==> src/hdl/sacl_pkg.sv <==
// ----------------------------------------------------------------------------
// sacl_pkg
// Shared constants and types of the set-associative cache model: geometry,
// configuration codes, effective configuration and the per-set row layout.
// ----------------------------------------------------------------------------
package sacl_pkg;

  localparam int MAX_SETS = 64;
  localparam int MAX_WAYS = 8;

  localparam int ADDR_W = 32;
  localparam int TAG_W  = 32;
  localparam int CNT_W  = 32;
  localparam int SET_W  = $clog2(MAX_SETS);
  localparam int WAY_W  = $clog2(MAX_WAYS);
  localparam int FILL_W = $clog2(MAX_WAYS + 1);

  localparam int SIB_W  = 3;
  localparam int WAYS_W = 4;
  localparam int OB_W   = 4;
  localparam int CFG_DATA_W = 4;
  localparam int CFG_IDX_W  = 2;

  localparam logic [SIB_W-1:0] SIB_MAX = 3'd6;
  localparam logic [OB_W-1:0]  OB_MAX  = 4'd12;

  localparam logic [CNT_W-1:0] CNT_TOP = {CNT_W{1'b1}};

  // register indexes of the configuration port
  localparam logic [CFG_IDX_W-1:0] CFG_SET_INDEX_BITS = 2'd0;
  localparam logic [CFG_IDX_W-1:0] CFG_WAYS_IN_USE    = 2'd1;
  localparam logic [CFG_IDX_W-1:0] CFG_OFFSET_BITS    = 2'd2;
  localparam logic [CFG_IDX_W-1:0] CFG_USE_FIFO       = 2'd3;

  typedef struct packed {
    logic [SIB_W-1:0]  sib;
    logic [FILL_W-1:0] ways;
    logic [OB_W-1:0]   ob;
    logic              use_fifo;
  } cfg_t;

  typedef struct packed {
    logic [MAX_WAYS-1:0][TAG_W-1:0] tag;
    logic [MAX_WAYS-1:0]            valid;
    logic [MAX_WAYS-1:0][WAY_W-1:0] rank;
    logic [FILL_W-1:0]              fill;
  } row_t;

  typedef struct packed {
    logic             en;
    logic [SET_W-1:0] set;
    row_t             row;
  } wr_req_t;

endpackage

==> src/hdl/sacl_cfg_regs.sv <==
// ----------------------------------------------------------------------------
// sacl_cfg_regs
// Configuration registers with write decode, and the clamped values that the
// lookup path uses.
// ----------------------------------------------------------------------------
module sacl_cfg_regs (
  input  logic                                clk,
  input  logic                                rst,
  input  logic                                cfg_write,
  input  logic [sacl_pkg::CFG_IDX_W-1:0]      cfg_index,
  input  logic [sacl_pkg::CFG_DATA_W-1:0]     cfg_data,
  output sacl_pkg::cfg_t                      cfg
);
  import sacl_pkg::*;

  logic [SIB_W-1:0]  set_index_bits;
  logic [WAYS_W-1:0] ways_in_use;
  logic [OB_W-1:0]   offset_bits;
  logic              use_fifo;

  always_ff @(posedge clk) begin
    if (rst) begin
      set_index_bits <= '0;
      ways_in_use    <= WAYS_W'(1);
      offset_bits    <= OB_W'(4);
      use_fifo       <= 1'b0;
    end else if (cfg_write) begin
      unique case (cfg_index)
        CFG_SET_INDEX_BITS: set_index_bits <= cfg_data[SIB_W-1:0];
        CFG_WAYS_IN_USE:    ways_in_use    <= cfg_data[WAYS_W-1:0];
        CFG_OFFSET_BITS:    offset_bits    <= cfg_data[OB_W-1:0];
        CFG_USE_FIFO:       use_fifo       <= cfg_data[0];
        default: ;
      endcase
    end
  end

  always_comb begin
    cfg.sib      = (set_index_bits > SIB_MAX) ? SIB_MAX : set_index_bits;
    cfg.ob       = (offset_bits > OB_MAX) ? OB_MAX : offset_bits;
    cfg.use_fifo = use_fifo;
    if (ways_in_use == '0) begin
      cfg.ways = FILL_W'(1);
    end else if (FILL_W'(ways_in_use) > FILL_W'(MAX_WAYS)) begin
      cfg.ways = FILL_W'(MAX_WAYS);
    end else begin
      cfg.ways = FILL_W'(ways_in_use);
    end
  end

endmodule

==> config.mk <==
export PLATFORM = sky130hd
export DESIGN_NAME = sacl_cfg_regs
export DESIGN_NICKNAME = d
export VERILOG_FILES = /design/src/hdl/sacl_pkg.sv /design/src/hdl/sacl_cfg_regs.sv
export SDC_FILE = /design/constraint.sdc
export NUM_CORES = 1
export LEC_CHECK = 0
export BUFFER_PORTS_ARGS = -buffer_cell sky130_fd_sc_hd__buf_2
export CORE_MARGIN = 2
export CORE_UTILIZATION = 35
export DETAILED_ROUTE_END_ITERATION = 10
export GPL_TIMING_DRIVEN = 0
export REMOVE_ABC_BUFFERS = 1
export SETUP_SLACK_MARGIN = 0.4
export SYNTH_ARGS = -nofsm -noshare
export SYNTH_HDL_FRONTEND = slang
export SYNTH_SLANG_ARGS = --single-unit
==> constraint.sdc <==
create_clock -name clk -period 1.8 [get_ports clk]
set_input_delay 0.36 -clock clk [delete_from_list [all_inputs] [get_ports clk]]
set_output_delay 0.36 -clock clk [all_outputs]
set_load 0.02 [all_outputs]
==> summary.md <==
| Metric | Value |
|---|---|
| Cell variety after synth | `15` |
| Post-Syn Area per Cell | `9.414 um2` |
| Min-delay worst type | `in -> reg` |
| TritonCTS clock tree | `done` |
| Root buf cell | `clkbuf_4` |
| Number of DRC markers in iteration 0 | `3` |
| Fin crit share | `76.98%` |
| ANT nets after route | `0` |
| Simple-Gate Fraction of Synth Area | `27.00%` |
| Clock transition at the registers of the reported paths | `0.07 ns` |
| Gr usage total | `11.57%` |
| Number of max-cap violations | `0` |
| Area growth syn-to-layout | `23.42%` |
| Final Net Count | `88` |
| Vias post-DR | `440` |
| # clock sinks | `12` |
| Vias per cell | `4.681` |
| Fillers | `160` |
| Clock buffer count from CTS | `3` |
| Share of layout cells above drive strength 1 | `38.46%` |
| IO Count | `21` |
| Setup bufs post-CTS | `0` |
| Final Setup Violations | `0` |
| Wire length per cell | `11.20 um` |
| CTS Buffer Depth | `2` |
| Die Y | `45.17 um` |
| CP Launch Type | `register` |
| Compound-Gate Fraction of Synth Area | `5.485%` |
| Crit path max fanout | `3` |
| DR pass1 iterations | `4` |
| Starting density of the core | `38.47%` |
| CTS Hold Bufs | `0` |
| DP HPWL | `767 um` |
| Antenna violations before repair | `0` |
| Util after Layout | `47.48%` |
| Synthesized area | `593.1 um2` |
| RSZ-0062 raised after global routing | `true` |
| GP Congestion | `0.6602` |
| Final hold vios | `0` |
| Critical Path RT | `1.44 ns` |
| Area contributors post-synth | `dfxtp_1 41%, mux2i_1 20%, nand2b_1 15%` |
| Post-synthesis register bit count | `12` |
| Adder-Cell Fraction of Synth Area | `0%` |
| Worst skew pair latency | `0.27 ns` |
| Htree depth | `1` |
| Setup Skew | `0 ns` |
| Core Region | `0.001541 mm2` |
| Status | `finished clean` |
| Worst Setup End Kind | `primary output` |
| Diode count | `0` |
| Synth Warn # | `0` |
| DRC | `0` |
| # rows | `14` |
| Number of port buffers | `20` |
| Die width | `45.17 um` |
| Sequential area share after synthesis | `40.51%` |
| Maximum VDD drop | `0.3178 mV` |
| Post-synth top area share | `40.51%` |
| Final WL | `1.053 mm` |
| Measured slew at the worst slew-check pin | `0.2386 ns` |
| Cell count after synthesis | `63` |
| First-pass GRT wire length | `1.614 mm` |
| Fmax | `721.7 MHz` |
| Min Tclk post-route | `1.386 ns` |
| CP Data Arrival Time | `1.03 ns` |
| Final TNS setup | `0 ns` |
| Pin count of the biggest net entering global routing | `19` |
| Overflow left after global routing | `0` |
| CP Class | `reg -> out` |
| Pins Over Slew Limit | `0` |
| Largest family of logic cells by synthesized area | `simple AND/OR/NAND/NOR gates` |
| Placed cells | `90` |
| Area leader, netlist | `dfxtp_1` |
| Xor and xnor area share after synthesis | `0%` |
| Multiplexer area fraction after synthesis | `20.25%` |
| Fin cells | `94` |
| Vias in the first global route | `381` |
| Leak | `0.3523 nW` |
| Slew headroom | `84.09%` |
| PD cells | `774.5 mW/mm2` |
| Die area | `0.002040 mm2` |
| Final total power | `0.5669 mW` |
layout make-up:
type	count	area, um2	share of cell area [%]
Clock buffer	4	36.28	4.957
Timing Repair Buffer	20	106.4	14.53
Tap cell	16	20.02	2.735
Multi-Input combinational cell	42	326.6	44.62
Sequential cell	12	242.7	33.16
timing repair:
item                                   CTS  global route
pin swaps                                0             2
endpoints found under the hold margin    0             0
gates cloned                             0             0
resized for setup                        2             5
setup endpoints to repair                1             1
power by group:
group / internal (mW) / switching [mW] / leakage [nW]
sequential: 0.275 / 0.00680 / 0.0985
combinational: 0.0337 / 0.0376 / 0.233
clock: 0.123 / 0.0910 / 0.0210
total: 0.432 / 0.135 / 0.352
cells in the mapped netlist:
library cell   n
nand2b_1      14
nor2b_1        2
nand3b_1       1
and3b_2        2
buf_4          1
buf_2          1
nand3_1        1
or3b_1         1
o21ba_2        1
nor2_1         5
clkbuf_2       1
dfxtp_1       12
clkbuf_1       6
a21boi_0       3
mux2i_1       12
state kept, by name (all words and copies together), names as in the netlist:
register	flops
ways_in_use	4
set_index_bits	3
use_fifo	1
offset_bits	4
path summary, 6_finish.rpt:
kind	from	to	slack, ns	cells past startpoint
hold / removal	cfg_data[0]	ways_in_use[0]	0.37	3
hold reg to reg	use_fifo	use_fifo	0.48	2
setup reg to reg	ways_in_use[3]	ways_in_use[3]	1.09	2
setup / recovery	ways_in_use[2]	cfg[5]	0.41	3
routing by layer:
| metal | up-vias | share of wire [%] | track usage, % |
|---|---|---|---|
| li1 | 231 | - | - |
| met1 | 194 | 51 | 15.06 |
| met2 | 15 | 42 | 15.71 |
| met3 | 0 | 6.7 | 3.600 |
| met4 | 0 | 0 | 8.824 |
| met5 | - | 0 | 0 |
cell usage in the layout (no fill, tap or decap):
cell type,instances
buf_2,19
nand2b_1,14
mux2i_1,12
dfxtp_1,10
nor2_1,4
a21boi_0,3
clkbuf_4,3
nor2b_1,2
and3b_2,2
dfxtp_2,2
o21ba_4,1
nor2_4,1
nand3_1,1
or3b_1,1
nand3b_1,1
clkbuf_8,1
buf_6,1
per-stage QoR:
step | worst slack, ns | area [um2] | hold slack [ns]
3_3_place_gp | 0.5897 | 673.1 | 0.4628
5_1_grt | 0.3654 | 732.0 | 0.3818
3_5_place_dp | 0.5885 | 673.1 | 0.4674
6_report | 0.4143 | 732.0 | 0.3718
4_1_cts | 0.4016 | 713.2 | 0.3657
2_1_floorplan | 0.5256 | 553.0 | 0.4479
kinds of logic (layout without fill, tap and decap cells):
family	count (synthesis)	in the layout
multiplexers	12	12
AO/OA/AOI/OAI	4	4
AND/OR/NAND/NOR	26	26
flip-flops	12	12
buffers and inverters	9	24
critical path, cell delays in order (launching register included):
cell and delay [ns]:
dfxtp_2 0.33, o21ba_4 0.22, nor2_4 0.09, buf_6 0.12
Note: power is estimated with default switching activity, not from simulation.
