===== config.mk =====
export PLATFORM = sky130hd
export DESIGN_NAME = sacl_update
export DESIGN_NICKNAME = d
export VERILOG_FILES = /design/src/hdl/sacl_pkg.sv /design/src/hdl/sacl_update.sv
export SDC_FILE = /design/constraint.sdc
export NUM_CORES = 1
export LEC_CHECK = 0
export BUFFER_PORTS_ARGS = -buffer_cell sky130_fd_sc_hd__buf_2
export CAP_MARGIN = 20
export CORE_AREA = 2 2 246 248
export DETAILED_ROUTE_END_ITERATION = 10
export DIE_AREA = 0 0 248 250
export SLEW_MARGIN = 20
export SYNTH_ARGS = -nofsm -noshare
export SYNTH_HDL_FRONTEND = slang
export SYNTH_SLANG_ARGS = --single-unit
export TNS_END_PERCENT = 50

===== constraint.sdc =====
create_clock -name vclk -period 20.4
set_input_delay 4.08 -clock vclk [all_inputs]
set_output_delay 4.08 -clock vclk [all_outputs]
set_load 0.05 [all_outputs]

===== src/hdl/sacl_pkg.sv =====
// ----------------------------------------------------------------------------
// sacl_pkg
// Shared constants and types of the set-associative cache model: geometry,
// configuration codes, effective configuration and the per-set row layout.
// ----------------------------------------------------------------------------
package sacl_pkg;

  localparam int MAX_SETS = 64;
  localparam int MAX_WAYS = 8;

  localparam int ADDR_W = 32;
  localparam int TAG_W  = 32;
  localparam int CNT_W  = 32;
  localparam int SET_W  = $clog2(MAX_SETS);
  localparam int WAY_W  = $clog2(MAX_WAYS);
  localparam int FILL_W = $clog2(MAX_WAYS + 1);

  localparam int SIB_W  = 3;
  localparam int WAYS_W = 4;
  localparam int OB_W   = 4;
  localparam int CFG_DATA_W = 4;
  localparam int CFG_IDX_W  = 2;

  localparam logic [SIB_W-1:0] SIB_MAX = 3'd6;
  localparam logic [OB_W-1:0]  OB_MAX  = 4'd12;

  localparam logic [CNT_W-1:0] CNT_TOP = {CNT_W{1'b1}};

  // register indexes of the configuration port
  localparam logic [CFG_IDX_W-1:0] CFG_SET_INDEX_BITS = 2'd0;
  localparam logic [CFG_IDX_W-1:0] CFG_WAYS_IN_USE    = 2'd1;
  localparam logic [CFG_IDX_W-1:0] CFG_OFFSET_BITS    = 2'd2;
  localparam logic [CFG_IDX_W-1:0] CFG_USE_FIFO       = 2'd3;

  typedef struct packed {
    logic [SIB_W-1:0]  sib;
    logic [FILL_W-1:0] ways;
    logic [OB_W-1:0]   ob;
    logic              use_fifo;
  } cfg_t;

  typedef struct packed {
    logic [MAX_WAYS-1:0][TAG_W-1:0] tag;
    logic [MAX_WAYS-1:0]            valid;
    logic [MAX_WAYS-1:0][WAY_W-1:0] rank;
    logic [FILL_W-1:0]              fill;
  } row_t;

  typedef struct packed {
    logic             en;
    logic [SET_W-1:0] set;
    row_t             row;
  } wr_req_t;

endpackage


===== src/hdl/sacl_update.sv =====
// ----------------------------------------------------------------------------
// sacl_update
// Parallel tag compare over all ways, and the new row after the access:
// LRU reorder on a hit, fill of a free way or replacement of the oldest line
// on a miss.
// ----------------------------------------------------------------------------
module sacl_update (
  input  sacl_pkg::cfg_t               cfg,
  input  logic [sacl_pkg::TAG_W-1:0]   block,
  input  sacl_pkg::row_t               row,
  output logic                         hit,
  output sacl_pkg::row_t               row_next
);
  import sacl_pkg::*;

  logic [MAX_WAYS-1:0] match;
  logic [WAY_W-1:0]    found;
  logic [WAY_W-1:0]    victim;
  logic [WAY_W-1:0]    found_rank;
  logic [WAY_W-1:0]    fill_m1;
  logic                full;

  always_comb begin
    match  = '0;
    found  = '0;
    victim = '0;
    for (int w = 0; w < MAX_WAYS; w++) begin
      match[w] = row.valid[w] && (row.tag[w] == block);
    end
    // lowest way wins
    for (int w = MAX_WAYS - 1; w >= 0; w--) begin
      if (match[w]) begin
        found = WAY_W'(w);
      end
      if (row.valid[w] && (row.rank[w] == '0)) begin
        victim = WAY_W'(w);
      end
    end
    hit        = |match;
    found_rank = row.rank[found];
    fill_m1    = WAY_W'(row.fill - FILL_W'(1));
    full       = (row.fill >= cfg.ways) || (row.fill >= FILL_W'(MAX_WAYS));
  end

  always_comb begin
    row_next = row;
    if (hit) begin
      if (!cfg.use_fifo) begin
        for (int w = 0; w < MAX_WAYS; w++) begin
          if (row.valid[w] && (row.rank[w] > found_rank)) begin
            row_next.rank[w] = row.rank[w] - WAY_W'(1);
          end
        end
        row_next.rank[found] = fill_m1;
      end
    end else if (full) begin
      for (int w = 0; w < MAX_WAYS; w++) begin
        if (row.valid[w] && (row.rank[w] != '0)) begin
          row_next.rank[w] = row.rank[w] - WAY_W'(1);
        end
      end
      row_next.tag[victim]   = block;
      row_next.valid[victim] = 1'b1;
      row_next.rank[victim]  = fill_m1;
    end else begin
      row_next.tag[row.fill[WAY_W-1:0]]   = block;
      row_next.valid[row.fill[WAY_W-1:0]] = 1'b1;
      row_next.rank[row.fill[WAY_W-1:0]]  = row.fill[WAY_W-1:0];
      row_next.fill                       = row.fill + FILL_W'(1);
    end
  end

endmodule


==> results.md <==
- Run status: finished, final reports clean
- Starting density of the core: roughly 18%
- Hold-critical path depth: 4
- Number of filler instances in the final layout: slightly below 7000
- Cell area power density: 41.3 mW/mm^2
- Storage element area: 0 um^2
- Number of antenna violations at the first check in global routing: 23
- Hold-fix buffer count after cts: 0
- Number of hold violations in the final report: 0
- Synth cell types: between 80 and 90
- Largest fanout on the critical path: 16
- Unrepaired setup endpoints after global routing: false
- Setup Crit Path Kind: input pin to output pin
- Final Net Count: about 2400
- Final clock period utilization by the worst path: a little over two thirds
- Worst slew margin: between 20% and 30%
- Area of the multi-input gates: approximately 0.010 mm^2
- Post-placement cell area: 0.0146 mm^2
- Leakage component of the power: roughly 6.4 nW
- Final Slew Violations: 0
- Sum of negative setup slack: 0 ns
- Total design power: ~0.61 mW
- Syn Nets: roughly 1900
- Overall fraction of global-route tracks in use: 24.6%
- Clock buf count: 0
- Floorplan die width: about 250 um
- Average detailed-routed wire length per instance: 29.0 um
- Total die area: between 0.06 and 0.07 mm^2
- Via Count: about 15000
- Final instance area: 0.0147 mm^2
- Antenna-violating nets left: 0
- Number of synthesis warnings: 0
- Sequential cell count of the final layout: 0
- Fraction of synthesized cell area taken by the top area cell type: approximately a quarter
- Core Area: 0.0596 mm^2
- DP HPWL: 66.6 mm
- Max IR drop VDD: ~0.000054 V
- Total setup buffers inserted after CTS: 0
- Height of the die: 250 um
- Final worst path period need: approximately 14 ns
- Share of synthesized area occupied by flip-flops and latches: 0%
- Worst Hold Class: input pin to output pin
- Crit path launch type: input pin
- CP required: 16.32 ns
- Synthesized instance count: about 1500
- Share of final-layout standard cells stronger than drive strength 1: between 40% and 50%
- Ratio of routed vias to standard cells: ~5.3
- Hold Crit Endpoint: row_next[191]
- Vias in the first global route: approximately 13000
- Maximum number of pins on one net before global-route repair: between 40 and 50
- Starting DRC count in detailed routing: 1564
- Number of top-level pins: ~630
- Total of max-cap violations: 0
- Final setup vio count: 0
- Data arrival time of the worst path: 10.29 ns
- Average instance area after synthesis: 7.36 um^2
- First-pass GRT wire length: roughly 110 mm
- Worst slew pin tran: about 1.2 ns
- IO buf count: roughly 620
- Largest area contributor in the synthesized netlist: mux2_2
- Drt total wl: between 80 and 90 mm
- Pre-Repair DR Iteration Count: 6
- Endpoint kind of the worst setup timing path: output pin
- Layout-stage area growth over the synthesis result: 34.6%
- Hold Startpoint: row[191]
- Global-route congestion overflow total: 0
- Rows: 90
- Maximum clock rate: 69.6 MHz
- Post_cts resized: 0
- Residual DRC count: 0
- Post-synthesis instance area: 0.0109 mm^2
- Cell types with the largest area share after synthesis: mux2_2 (26%), xor2_1 (13%), xnor2_1 (7.5%), ha_1 (4.4%), nand2_1 (4.1%)
- Final weighted congestion in routability-driven placement: 1.01
==> worst max path at each step <==
stage	depth (start not counted)	slack, ns	end	start
floorplan	21	6.82	row_next[19]	block[6]
global placement	24	6.17	row_next[5]	block[15]
detailed placement	24	6.15	row_next[5]	block[15]
CTS	24	6.13	row_next[5]	block[15]
global route	24	5.60	row_next[5]	block[15]
finish	24	6.03	row_next[5]	block[15]
==> cell families (layout without fill, tap and decap cells) <==
kind of cell,count (synthesis),count (layout),share of synthesized area [%]
AO/OA/AOI/OAI,254,254,15.3
multiplexers,265,265,27.2
XOR/XNOR,256,256,21.0
other,0,14,0
adder cells (fa/ha/maj),40,40,4.54
AND/OR/NAND/NOR,488,488,24.3
buffers and inverters,179,698,7.60
==> cell usage after synthesis, drive strengths merged, types with 8 or more instances <==
library cell / count
o21ai: 68
mux2i: 14
nand4: 47
a21oi: 61
or4: 14
xnor2: 100
o31ai: 8
nor3: 36
mux2: 251
buf: 61
o22ai: 17
inv: 54
ha: 38
a211oi: 10
clkbuf: 63
nor2: 66
xor2: 156
nand2: 119
o211ai: 8
nand2b: 24
or2: 12
nand3: 38
or3: 8
and3: 15
nand4b: 11
nor4: 61
a31oi: 9
a21o: 8
==> final cells by class <==
class,count,area share [%]
diodes,14,0.239
inverters,55,1.41
multi-input cells,1303,69.1
well taps,782,6.67
repair buffers,643,22.6
==> placed cells by master, fill, tap and decap left out, types with 6 or more instances in the layout <==
cell        n
buf_4      19
inv_1      52
o21ai_1     6
a21oi_1    58
o22ai_1    16
a211oi_1    9
nand3_1    37
diode_2    14
xnor2_1    93
or3_1       8
nor3_1     35
xor2_1    156
a21o_1      8
nand2_1   119
mux2_2    247
or4_1      12
nand4b_1   11
o21ai_0    62
and2_1      6
nor4_1     59
buf_2     622
nand4_1    46
nand2b_1   24
o31ai_1     7
or2_2      10
mux2i_1    14
and3_1     14
a31oi_1     9
nor2_1     62
xnor2_2     7
o211ai_1    8
ha_1       38
==> metrics by stage <==
| step | hold slack (ns) | cells | setup slack (ns) | util [%] |
|---|---|---|---|---|
| 6_report | 8.59 | 2797 | 6.03 | 24.6 |
| 3_5_place_dp | 8.59 | 2781 | 6.15 | 24.5 |
| 4_1_cts | 8.59 | 2781 | 6.13 | 24.5 |
| 2_1_floorplan | 8.41 | 1482 | 6.82 | - |
| 3_3_place_gp | 8.59 | 2781 | 6.17 | 24.5 |
| 5_1_grt | 8.61 | 2789 | 5.60 | 24.6 |
==> where the power goes <==
group | switching (mW) | leakage, nW | internal (mW)
Combinational | 0.436 | 6.43 | 0.171
Sequential | 0 | 0 | 0
Clock | 0 | 0.0000887 | 0.0000000922
Total | 0.436 | 6.43 | 0.171
==> routing by layer <==
layer  global-route usage, %  part of all wire (%)
met1                    31.0                    38
met2                    37.4                    42
met3                    6.32                    12
met4                    14.4                   7.5
met5                       0                  0.12
==> critical path, cell delays in order <==
cell and delay, ns:
buf_2 0.54, xor2_1 0.18, nor4_1 0.70, nand4_1 0.23
nor4_1 0.66, o21ai_0 0.30, a22oi_4 0.40, or2_2 0.27
o22ai_1 0.09, a21oi_1 0.19, o21ai_0 0.13, nor3_2 0.24
buf_4 0.28, ha_1 0.17, inv_1 0.05, and3_1 0.16
o21ai_0 0.36, nand2_1 0.09, inv_1 0.09, o221ai_1 0.11
a22oi_1 0.24, mux2i_1 0.11, a22oi_1 0.28, buf_2 0.33
Power figures use the tool's default switching activity.
